File: src/hdl/trht_pkg.sv
// Shared types, sizes and codes of the text region hit table.
// Depends on nothing; imported by every module of the block.
package trht_pkg;

    localparam int MAX_REGIONS = 32;
    localparam int COORD_BITS  = 9;
    localparam int IDX_BITS    = (MAX_REGIONS > 1) ? $clog2(MAX_REGIONS) : 1;
    localparam int CNT_BITS    = $clog2(MAX_REGIONS + 1);

    localparam int OP_W     = 2;
    localparam int FCOORD_W = 9;
    localparam int FIDX_W   = 6;
    localparam int NUM_W    = 6;
    localparam int BOUND_W  = 10;
    localparam int STATUS_W = 2;

    localparam int S_TDATA_W = 64;
    localparam int M_TDATA_W = 48;

    typedef enum logic [OP_W-1:0] {
        OP_CLEAR = 2'd0,
        OP_ADD   = 2'd1,
        OP_FIND  = 2'd2,
        OP_READ  = 2'd3
    } opcode_t;

    typedef enum logic [STATUS_W-1:0] {
        ST_OK    = 2'd0,
        ST_FULL  = 2'd1,
        ST_RANGE = 2'd2
    } status_t;

    typedef logic [COORD_BITS-1:0] coord_t;

    typedef struct packed {
        coord_t c0;
        coord_t r0;
        coord_t c1;
        coord_t r1;
    } span_t;

    typedef struct packed {
        opcode_t             op;
        logic [FCOORD_W-1:0] point_col;
        logic [FCOORD_W-1:0] point_row;
        logic [FCOORD_W-1:0] start_col;
        logic [FCOORD_W-1:0] start_row;
        logic [FCOORD_W-1:0] end_col;
        logic [FCOORD_W-1:0] end_row;
        logic [FIDX_W-1:0]   region_index;
    } req_t;

    typedef struct packed {
        logic [NUM_W-1:0]          region_number;
        logic signed [BOUND_W-1:0] bound_start_col;
        logic signed [BOUND_W-1:0] bound_start_row;
        logic signed [BOUND_W-1:0] bound_end_col;
        logic signed [BOUND_W-1:0] bound_end_row;
        status_t                   status;
    } res_t;

    typedef struct packed {
        logic    load;
        logic    clr_count;
        logic    append;
        logic    rd_en;
        logic    rd_sel_idx;
        logic    ptr_clr;
        logic    ptr_inc;
        logic    res_load;
        logic    res_entry;
        status_t res_status;
    } cmd_t;

    typedef struct packed {
        opcode_t op;
        logic    full;
        logic    idx_ok;
        logic    ptr_at_count;
        logic    hit;
    } sts_t;

endpackage

File: src/hdl/text_region_hit_table_core.sv
// Top level of the text region hit table: stream ports, field packing,
// controller and datapath. Depends on trht_pkg, trht_ctrl, trht_datapath.
//
//   channel   dir  handshake                    payload
//   s_axis    in   s_axis_tvalid/s_axis_tready  s_axis_tdata, 64 bits
//   m_axis    out  m_axis_tvalid/m_axis_tready  m_axis_tdata, 48 bits
//
// One request at a time. Clear, add and read go from request accept through the
// dispatch state to the finish state; a find scans between the two, examining the
// stored regions one at a time through the single read port of the region memory,
// up to MAX_REGIONS of them, until the first hit.
// aresetn (synchronous) empties the table; stored entries need no clearing.
// A result waiting on m_axis_tready holds the next request's result back,
// but the next request is accepted meanwhile.
module text_region_hit_table_core import trht_pkg::*; (
    input  logic                 aclk,
    input  logic                 aresetn,
    input  logic                 s_axis_tvalid,
    output logic                 s_axis_tready,
    // opcode[1:0] point_col[10:2] point_row[19:11] start_col[28:20]
    // start_row[37:29] end_col[46:38] end_row[55:47] region_index[61:56]
    input  logic [S_TDATA_W-1:0] s_axis_tdata,
    output logic                 m_axis_tvalid,
    input  logic                 m_axis_tready,
    // region_number[5:0] bound_start_col[15:6] bound_start_row[25:16]
    // bound_end_col[35:26] bound_end_row[45:36] status[47:46]
    output logic [M_TDATA_W-1:0] m_axis_tdata
);

    req_t req_in;
    res_t res;
    cmd_t cmd;
    sts_t sts;

    assign req_in.op           = opcode_t'(s_axis_tdata[1:0]);
    assign req_in.point_col    = s_axis_tdata[10:2];
    assign req_in.point_row    = s_axis_tdata[19:11];
    assign req_in.start_col    = s_axis_tdata[28:20];
    assign req_in.start_row    = s_axis_tdata[37:29];
    assign req_in.end_col      = s_axis_tdata[46:38];
    assign req_in.end_row      = s_axis_tdata[55:47];
    assign req_in.region_index = s_axis_tdata[61:56];

    assign m_axis_tdata = {res.status, res.bound_end_row, res.bound_end_col,
                           res.bound_start_row, res.bound_start_col, res.region_number};

    trht_ctrl u_ctrl (
        .aclk    (aclk),
        .aresetn (aresetn),
        .s_valid (s_axis_tvalid),
        .s_ready (s_axis_tready),
        .m_valid (m_axis_tvalid),
        .m_ready (m_axis_tready),
        .sts     (sts),
        .cmd     (cmd)
    );

    trht_datapath u_dp (
        .aclk    (aclk),
        .aresetn (aresetn),
        .req_in  (req_in),
        .cmd     (cmd),
        .sts     (sts),
        .res     (res)
    );

endmodule

File: src/hdl/trht_datapath.sv
// Datapath of the text region hit table: request registers, region memory,
// scan pointer, region test and result register. Depends on trht_pkg.
module trht_datapath import trht_pkg::*; (
    input  logic aclk,
    input  logic aresetn,
    input  req_t req_in,
    input  cmd_t cmd,
    output sts_t sts,
    output res_t res
);

    span_t mem [MAX_REGIONS];

    req_t                req_reg;
    logic [CNT_BITS-1:0] count_reg;
    logic [CNT_BITS-1:0] ptr_reg;
    span_t               rd_data_reg;
    logic [IDX_BITS-1:0] pend_idx_reg;
    res_t                res_reg;

    logic [IDX_BITS-1:0] rd_addr;
    coord_t              pc;
    coord_t              pr;
    span_t               wr_span;

    function automatic logic span_holds(span_t s, coord_t c, coord_t r);
        logic on_one;
        on_one = (s.r0 == s.r1);
        if (on_one) begin
            return (r == s.r0) && (c >= s.c0) && (c < s.c1);
        end
        return ((r == s.r0) && (c >= s.c0)) || ((r == s.r1) && (c < s.c1)) ||
               ((r > s.r0) && (r < s.r1));
    endfunction

    function automatic logic signed [BOUND_W-1:0] bound_of(coord_t v);
        return BOUND_W'(v);
    endfunction

    assign pc         = COORD_BITS'(req_reg.point_col);
    assign pr         = COORD_BITS'(req_reg.point_row);
    assign wr_span.c0 = COORD_BITS'(req_reg.start_col);
    assign wr_span.r0 = COORD_BITS'(req_reg.start_row);
    assign wr_span.c1 = COORD_BITS'(req_reg.end_col);
    assign wr_span.r1 = COORD_BITS'(req_reg.end_row);

    assign rd_addr = cmd.rd_sel_idx ? IDX_BITS'(req_reg.region_index) : ptr_reg[IDX_BITS-1:0];

    assign sts.op           = req_reg.op;
    assign sts.full         = (count_reg == CNT_BITS'(MAX_REGIONS));
    assign sts.idx_ok       = (int'(req_reg.region_index) < int'(count_reg));
    assign sts.ptr_at_count = (ptr_reg == count_reg);
    assign sts.hit          = span_holds(rd_data_reg, pc, pr);

    assign res = res_reg;

    always_ff @(posedge aclk) begin
        if (cmd.append) begin
            mem[count_reg[IDX_BITS-1:0]] <= wr_span;
        end
        if (cmd.rd_en) begin
            rd_data_reg  <= mem[rd_addr];
            pend_idx_reg <= rd_addr;
        end
    end

    always_ff @(posedge aclk) begin
        if (!aresetn) begin
            count_reg <= '0;
        end else if (cmd.clr_count) begin
            count_reg <= '0;
        end else if (cmd.append) begin
            count_reg <= count_reg + CNT_BITS'(1);
        end
    end

    always_ff @(posedge aclk) begin
        if (cmd.load) begin
            req_reg <= req_in;
        end
        if (cmd.ptr_clr) begin
            ptr_reg <= '0;
        end else if (cmd.ptr_inc) begin
            ptr_reg <= ptr_reg + CNT_BITS'(1);
        end
        if (cmd.res_load) begin
            res_reg.status <= cmd.res_status;
            if (cmd.res_entry) begin
                res_reg.region_number   <= NUM_W'(pend_idx_reg) + NUM_W'(1);
                res_reg.bound_start_col <= bound_of(rd_data_reg.c0);
                res_reg.bound_start_row <= bound_of(rd_data_reg.r0);
                res_reg.bound_end_col   <= bound_of(rd_data_reg.c1);
                res_reg.bound_end_row   <= bound_of(rd_data_reg.r1);
            end else begin
                res_reg.region_number   <= '0;
                res_reg.bound_start_col <= '1;
                res_reg.bound_start_row <= '1;
                res_reg.bound_end_col   <= '1;
                res_reg.bound_end_row   <= '1;
            end
        end
    end

endmodule

File: src/hdl/trht_ctrl.sv
// Controller of the text region hit table: request handshake, operation
// sequencing, scan control and result handshake. Depends on trht_pkg.
module trht_ctrl import trht_pkg::*; (
    input  logic aclk,
    input  logic aresetn,
    input  logic s_valid,
    output logic s_ready,
    output logic m_valid,
    input  logic m_ready,
    input  sts_t sts,
    output cmd_t cmd
);

    typedef enum logic [1:0] {
        S_IDLE,
        S_DISPATCH,
        S_SCAN,
        S_FINISH
    } state_t;

    state_t  state_reg;
    logic    pend_reg;
    logic    entry_reg;
    status_t status_reg;
    logic    m_valid_reg;

    logic    out_free;
    logic    accept;

    assign s_ready  = (state_reg == S_IDLE);
    assign m_valid  = m_valid_reg;
    assign out_free = !m_valid_reg || m_ready;
    assign accept   = s_valid && s_ready;

    always_comb begin
        cmd            = '0;
        cmd.res_status = status_reg;
        cmd.res_entry  = entry_reg;
        unique case (state_reg)
            S_IDLE: begin
                cmd.load = accept;
            end
            S_DISPATCH: begin
                unique case (sts.op)
                    OP_CLEAR: cmd.clr_count = 1'b1;
                    OP_ADD:   cmd.append    = !sts.full;
                    OP_FIND:  cmd.ptr_clr   = 1'b1;
                    OP_READ: begin
                        cmd.rd_en      = sts.idx_ok;
                        cmd.rd_sel_idx = 1'b1;
                    end
                endcase
            end
            S_SCAN: begin
                if (!(pend_reg && sts.hit) && !sts.ptr_at_count) begin
                    cmd.rd_en   = 1'b1;
                    cmd.ptr_inc = 1'b1;
                end
            end
            S_FINISH: begin
                cmd.res_load = out_free;
            end
        endcase
    end

    always_ff @(posedge aclk) begin
        if (!aresetn) begin
            state_reg   <= S_IDLE;
            pend_reg    <= 1'b0;
            entry_reg   <= 1'b0;
            status_reg  <= ST_OK;
            m_valid_reg <= 1'b0;
        end else begin
            if (m_valid_reg && m_ready) begin
                m_valid_reg <= 1'b0;
            end
            unique case (state_reg)
                S_IDLE: begin
                    if (accept) begin
                        state_reg <= S_DISPATCH;
                    end
                end
                S_DISPATCH: begin
                    entry_reg  <= 1'b0;
                    status_reg <= ST_OK;
                    pend_reg   <= 1'b0;
                    state_reg  <= S_FINISH;
                    unique case (sts.op)
                        OP_CLEAR: ;
                        OP_ADD: begin
                            if (sts.full) begin
                                status_reg <= ST_FULL;
                            end
                        end
                        OP_FIND: begin
                            state_reg <= S_SCAN;
                        end
                        OP_READ: begin
                            entry_reg <= sts.idx_ok;
                            if (!sts.idx_ok) begin
                                status_reg <= ST_RANGE;
                            end
                        end
                    endcase
                end
                S_SCAN: begin
                    priority if (pend_reg && sts.hit) begin
                        entry_reg <= 1'b1;
                        state_reg <= S_FINISH;
                    end else if (sts.ptr_at_count) begin
                        state_reg <= S_FINISH;
                    end else begin
                        pend_reg <= 1'b1;
                    end
                end
                S_FINISH: begin
                    if (out_free) begin
                        m_valid_reg <= 1'b1;
                        state_reg   <= S_IDLE;
                    end
                end
            endcase
        end
    end

endmodule

File: config.mk
export PLATFORM = sky130hd
export DESIGN_NAME = text_region_hit_table_core
export DESIGN_NICKNAME = d
export VERILOG_FILES = /design/src/hdl/trht_pkg.sv /design/src/hdl/text_region_hit_table_core.sv /design/src/hdl/trht_datapath.sv /design/src/hdl/trht_ctrl.sv
export SDC_FILE = /design/constraint.sdc
export NUM_CORES = 2
export LEC_CHECK = 0
export ABC_AREA = 1
export ABC_CLOCK_PERIOD_IN_PS = 4450
export BUFFER_PORTS_ARGS = -buffer_cell sky130_fd_sc_hd__buf_2
export CAP_MARGIN = 10
export CORE_ASPECT_RATIO = 0.9
export CORE_MARGIN = 5
export CORE_UTILIZATION = 45
export CTS_CLUSTER_DIAMETER = 100
export DETAILED_ROUTE_END_ITERATION = 7
export HOLD_SLACK_MARGIN = 0.03
export PLACE_DENSITY = 0.66
export RECOVER_POWER = 50
export SLEW_MARGIN = 20
export SYNTH_ARGS = -nofsm -noshare
export SYNTH_HDL_FRONTEND = slang
export SYNTH_SLANG_ARGS = --single-unit
File: constraint.sdc
create_clock -name aclk -period 4.45 [get_ports aclk]
set_input_delay 0.6675 -clock aclk [delete_from_list [all_inputs] [get_ports aclk]]
set_output_delay 0.6675 -clock aclk [all_outputs]
set_load 0.01 [all_outputs]
# Yosys cells after proc, flatten, opt, wreduce, memory -nomap -nowiden

Memory sizes are Yosys's and may differ from the RTL's. A register that Yosys moved wholly into a read port is not among the register bits.
Index checks and enable logic that the tools add are counted.

Bits in registers: 134
Memory bits (writable): 1152
Memories kept: 1
Output and inout port bits: 50
Input bits: 68

Memory list:

| memory   | words | width | rd ports | clocked after Yosys merged registers in | wr ports | line                | text |
|---|---|---|---|---|---|---|---|
| u_dp.mem | 32    | 36    | 1        | 1                                       | 1        | trht_datapath.sv:12 | `span_t mem [MAX_REGIONS];` |

Add/subtract/negate cells: 3
Bitwise logic cells: 1
$lt $le $gt $ge: 5
Reductions and logical operators: 22
Multiplexer cells: 36
Equality and inequality tests: 17

Operators with widths:

| kind                | count |
|---|---|
| $mux 40             | 1 |
| $eq 9x9->1          | 3 |
| $mux 1              | 21 |
| $lt 9x9->1          | 2 |
| $mux 2              | 8 |
| $add 6x1->6 const B | 2 |
| $ge 9x9->1          | 1 |
| $gt 9x9->1          | 1 |
| $eq 2x2->1 const B  | 4 |
| $logic_and 1x1->1   | 8 |
| $pmux 2 s4          | 1 |
| $add 5x1->6 const B | 1 |
| $eq 6x6->1          | 1 |
| $eq 6x6->1 const B  | 1 |
| $lt 6x6->1          | 1 |
| $ne 2x2->1 const B  | 3 |
| $pmux 1 s2          | 3 |
| $reduce_and 3->1    | 2 |
| $mux 5              | 1 |
| $eq 2x1->1 const B  | 2 |
| $logic_not 1->1     | 4 |
| $logic_not 2->1     | 2 |
| $ne 2x1->1 const B  | 2 |
| $pmux 2 s2          | 1 |
| 6 further kinds     | 8 |

# Longest topological paths before layout

Depth after elaboration: 10
Depth in mapped cells: 16
Mapped depth without buffers: 16

# Modules after synthesis

From an unflattened synthesis, not the netlist that was laid out.

Cells, all modules: 5440
Area total of the unflattened synthesis: 57989.4 sq um

By module, submodules not included:

| module        | seq. area each (sq um) | cells each | times used | area each (sq um) |
|---|---|---|---|---|
| trht_datapath | 39277.7                | 5369       | 1          | 57515.2 |
| trht_ctrl     | 140.1                  | 71         | 1          | 474.2 |

# Worst setup path before layout

OpenSTA, ideal clock, no wires.

Path type: reg2reg
From: register u_dp.count_reg[2]
To: register u_dp.pend_idx_reg[0] (enable)
Buffers on the path: 0
Data arrival time: 4274 ps
Stages on the path, launching flop included: 6
Required time: 3949 ps
Path slack: -326 ps
Period minus slack after synthesis: 4776 ps
Cell sequence: dfxtp_1 clkinv_1 ha_1 o2111ai_1 o211ai_1 o31ai_1

RTL lines:

| what                   | line                | text |
|---|---|---|
| from (decl)            | trht_datapath.sv:15 | `logic [CNT_BITS-1:0] count_reg;` |
| from (signal assigned) | trht_datapath.sv:73 | `count_reg <= count_reg + CNT_BITS'(1);` |
| to (signal assigned)   | trht_datapath.sv:63 | `pend_idx_reg <= rd_addr;` |
| to (decl)              | trht_datapath.sv:18 | `logic [IDX_BITS-1:0] pend_idx_reg;` |

# Worst setup path after layout

From: register u_ctrl.state_reg[0]
To: register u_dp.rd_data_reg[31] (netlist name)

Cells in the longest elaborated chain, start to end: 3

Ends and longest elaborated chain:

| what                   | line                | text |
|---|---|---|
| from (decl)            | trht_ctrl.sv:21     | `state_t state_reg;` |
| from (signal assigned) | trht_ctrl.sv:68     | `state_reg <= S_IDLE;` |
| from (signal assigned) | trht_ctrl.sv:80     | `state_reg <= S_DISPATCH;` |
| from (signal assigned) | trht_ctrl.sv:87     | `state_reg <= S_FINISH;` |
| $eq 2x1->1             | trht_ctrl.sv:39     | `unique case (state_reg)` |
| $mux 2                 | trht_ctrl.sv:39     |  |
| $mux 5                 | trht_datapath.sv:47 | `assign rd_addr = cmd.rd_sel_idx ? IDX_BITS'(req_reg.region_index) : ptr_reg[IDX_BITS-1:0];` |

Parallel ways exist; a longest one is shown, timed or not.
A chain may end at the register's enable or synchronous reset.

==> results.json <==
{
  "antenna_found_initial": 9,
  "maxSlewViolCount": 46,
  "start_util_pct": 45.3,
  "portBuffers": 115,
  "multi_input_area_um2": 11500,
  "cp-endpoint": "u_dp.rd_data_reg[31]",
  "drv_cap": 1,
  "syn_area_um2": 52100,
  "min_path_type": "input pin to register",
  "syn_nets": 3904,
  "crit_family": "simple AND/OR/NAND/NOR gates",
  "grt_max_degree": 261,
  "fill_cells": 9478,
  "cts_hold_buf": 0,
  "area_growth_pct": 12.2,
  "synth-main-ff-cell": "edfxtp_1",
  "syn_inst": 3786,
  "drt_wl_total_um": 142000,
  "n_antenna_cell": 0,
  "ff2ff_path_depth": 12,
  "synthTopCellsByArea": "edfxtp_1 (75%), o21ai_0 (4.8%), nor2_1 (4.3%)",
  "skew_ns": 0.0287,
  "cts_tree": "done",
  "synth_top_cell_area_share_pct": 75.0,
  "placed_cell_area_um2": 54700,
  "power_frac_comb_pct": 26.7,
  "vdd_ir_drop_max_mv": 0.672,
  "synth_most_common_cell": "edfxtp_1",
  "nets": 3986,
  "grt_use_total_pct": 22.4,
  "synth_edf_count": 1300,
  "r2r_setup_slack_ns": 0.85,
  "cts_resized": 0,
  "cpMostUsedCell": "nand2_1",
  "clock_latency_ns": 0.73,
  "num_vias": 32600,
  "async_flop_share_pct": 0,
  "dr.pass1.iters": 6,
  "post-cts-setup-buffers": 0,
  "rsz0062_at_grt": "false",
  "worstMarginPinSlew_ns": 2.40,
  "p_sw_share_pct": 33.9,
  "drive_above_1_share_pct": 10.6,
  "ys_warn_count": 0,
  "ant_nets": 0,
  "slew_headroom_pct": -60.0,
  "rows": 118,
  "die_x_um": 369,
  "drc": 0,
  "crit_path_max_incr_delay_ns": 0.57,
  "leakage_nw": 18.8,
  "internal_power_w": 0.0227,
  "clk_pin_slew_ns": 0.06,
  "rr_endpoint": "u_dp.rd_data_reg[31]",
  "fin_ws_ns": 0.846,
  "post-place-ws_ns": 0.962,
  "ys_types": 42,
  "vias_per_cell": 5.95,
  "grt_pass1_vias": 30800,
  "dieArea_um2": 123000,
  "layout_min_cycle_time_ns": 3.60,
  "crit_path_start": "u_ctrl.state_reg[0]",
  "powerDensity_nw_per_um2": 588,
  "gp_congestion": 0.820,
  "path_buf_inv": 2,
  "ys_seq_area_share_pct": 75.7,
  "power_w": 0.0343,
  "wl_per_cell_um": 25.9,
  "switchingPower_w": 0.0117,
  "ff_latch_area_um2": 39400,
  "cts_buffers": 120,
  "worst_r2r_startpoint": "u_ctrl.state_reg[0]",
  "status": "complete, but fails checks",
  "slowest_stage": "inv_16",
  "ctsRootBufferMaster": "clkbuf_16",
  "largest_reg_flops": 1152,
  "path_class": "register to register",
  "syn_avg_cell_area_um2": 13.7,
  "required_ns": 5.00,
  "cp_max_fo": 260,
  "hold_viol_final": 0,
  "grt_pass1_wl_um": 205000,
  "path_cells": "ha_1 > nand3_2 > nand2_2 > o21ai_4 > inv_16 > buf_4 > o21ai_0 > o221ai_1 > nand3_1 > nand2_1 > nand2_1 > nand2_1",
  "ys_ff_latch": 1319,
  "start_kind": "register",
  "cp-end-kind": "register",
  "io_pins": 118,
  "core_area_um2": 115000,
  "dp_hpwl_um": 73500,
  "htreeDepth": 3,
  "cp.depth": 12,
  "crit_arrival_ns": 4.15,
  "synthTopCellsByCount": "edfxtp_1 (1300), nor2_1 (590), o21ai_0 (497), nand2_1 (312), o221ai_1 (242)",
  "power_frac_clock_pct": 28.8,
  "seqPwrFrac_pct": 44.5,
  "period_share_pct": 81.0,
  "violations": "max-capacitance violations, max-slew violations",
  "overflow": 0,
  "stdcell_area_um2": 58400,
  "setup_viol": 0,
  "fmax_ghz": 0.277,
  "synth.largest_area_cell": "edfxtp_1",
  "drt_iter0_markers": 4174,
  "die_h_um": 333,
  "setup_tns_ns": 0,
  "clock-sinks": 1319,
  "cts_buffer_depth": 3
}
layout make-up:
class	instances	area share, %
clock buffers	149	5.44
clock inverters	74	0.919
inverters	92	0.647
multi-input cells	2128	19.7
flip-flops and latches	1319	67.5
well taps	1500	3.21
repair buffers	207	2.60
power by group through the flow:
stage	Combinational [W]	Clock (W)	Sequential [W]
after detailed placement	0.00902	0	0.0156
final	0.00917	0.00988	0.0153
after floorplan	0.00627	0	0.0153
after CTS	0.00905	0.00997	0.0153
after global placement	0.00885	0	0.0155
after global routing	0.0101	0.0105	0.0153
metal layers:
layer	vias to the layer above	share of wire [%]	GRT usage, %
met1	16100	40	31.7
li1	14400	-	-
met3	224	11	5.71
met4	4	2.5	5.94
met5	-	0.019	0
met2	1757	46	35.1
cell families (layout without fill, tap and decap cells):
logic type	after synthesis	in the layout	synth area share, %
AOI/OAI and AO/OA	930	930	11.2
and+or+nand+nor	1135	1135	8.88
adders and majority gates	50	50	1.20
DFF	1319	1319	75.7
buffers and inverters	339	522	2.76
xor gates and xnor gates	13	13	0.219
cell usage in the layout (no fill, tap or decap), types with 5 or more instances in the layout:
master,Yosys,layout
o21ai_1,52,49
o221ai_1,242,242
o21bai_1,10,10
dfxtp_1,19,19
nand3_1,171,171
edfxtp_1,1300,1300
clkbuf_16,0,123
bufinv_16,0,6
o21ai_4,1,5
o211ai_1,83,83
nor2_1,590,561
nor3_1,8,5
a21oi_1,34,33
clkbuf_1,146,56
clkinv_2,1,23
xor2_1,8,8
buf_2,78,88
nand2_1,312,312
buf_4,11,64
or2_2,40,40
o21ai_0,497,497
nor2_4,0,29
xnor2_1,5,5
clkinv_1,2,40
buf_12,0,24
nand4_1,9,9
inv_1,85,84
ha_1,50,50
per-stage QoR:
| stage | hold slack, ns | utilization, % | cells |
|---|---|---|---|
| 2_1_floorplan | 0.409 | - | 3786 |
| 3_3_place_gp | 0.422 | 47.6 | 5244 |
| 3_5_place_dp | 0.420 | 47.6 | 5244 |
| 4_1_cts | 0.0544 | 50.8 | 5467 |
| 5_1_grt | 0.0657 | 50.8 | 5469 |
| 6_report | 0.105 | 50.8 | 5469 |
worst register-to-register path: stages, from the launching register on:
cell and delay (ns):
dfxtp_1 0.41, ha_1 0.29, nand3_2 0.38, nand2_2 0.23, o21ai_4 0.16, inv_16 0.57, buf_4 0.61, o21ai_0 0.13
o221ai_1 0.21, nand3_1 0.10, nand2_1 0.10, nand2_1 0.06, nand2_1 0.19
worst min path at each step:
stage | end | slack, ns | start | depth (start not counted)
5_1_grt | u_dp.req_reg[12] | 0.07 | s_axis_tdata[53] | 1
3_3_place_gp | u_dp.res[1] | 0.42 | u_ctrl.status_reg[1] | 0
4_1_cts | u_dp.req_reg[14] | 0.05 | s_axis_tdata[55] | 1
3_5_place_dp | u_dp.res[1] | 0.42 | u_ctrl.status_reg[1] | 0
2_1_floorplan | u_dp.res[0] | 0.41 | u_ctrl.status_reg[0] | 0
6_report | u_dp.req_reg[12] | 0.11 | s_axis_tdata[53] | 1
No activity file was read; power rests on OpenSTA's default activity.
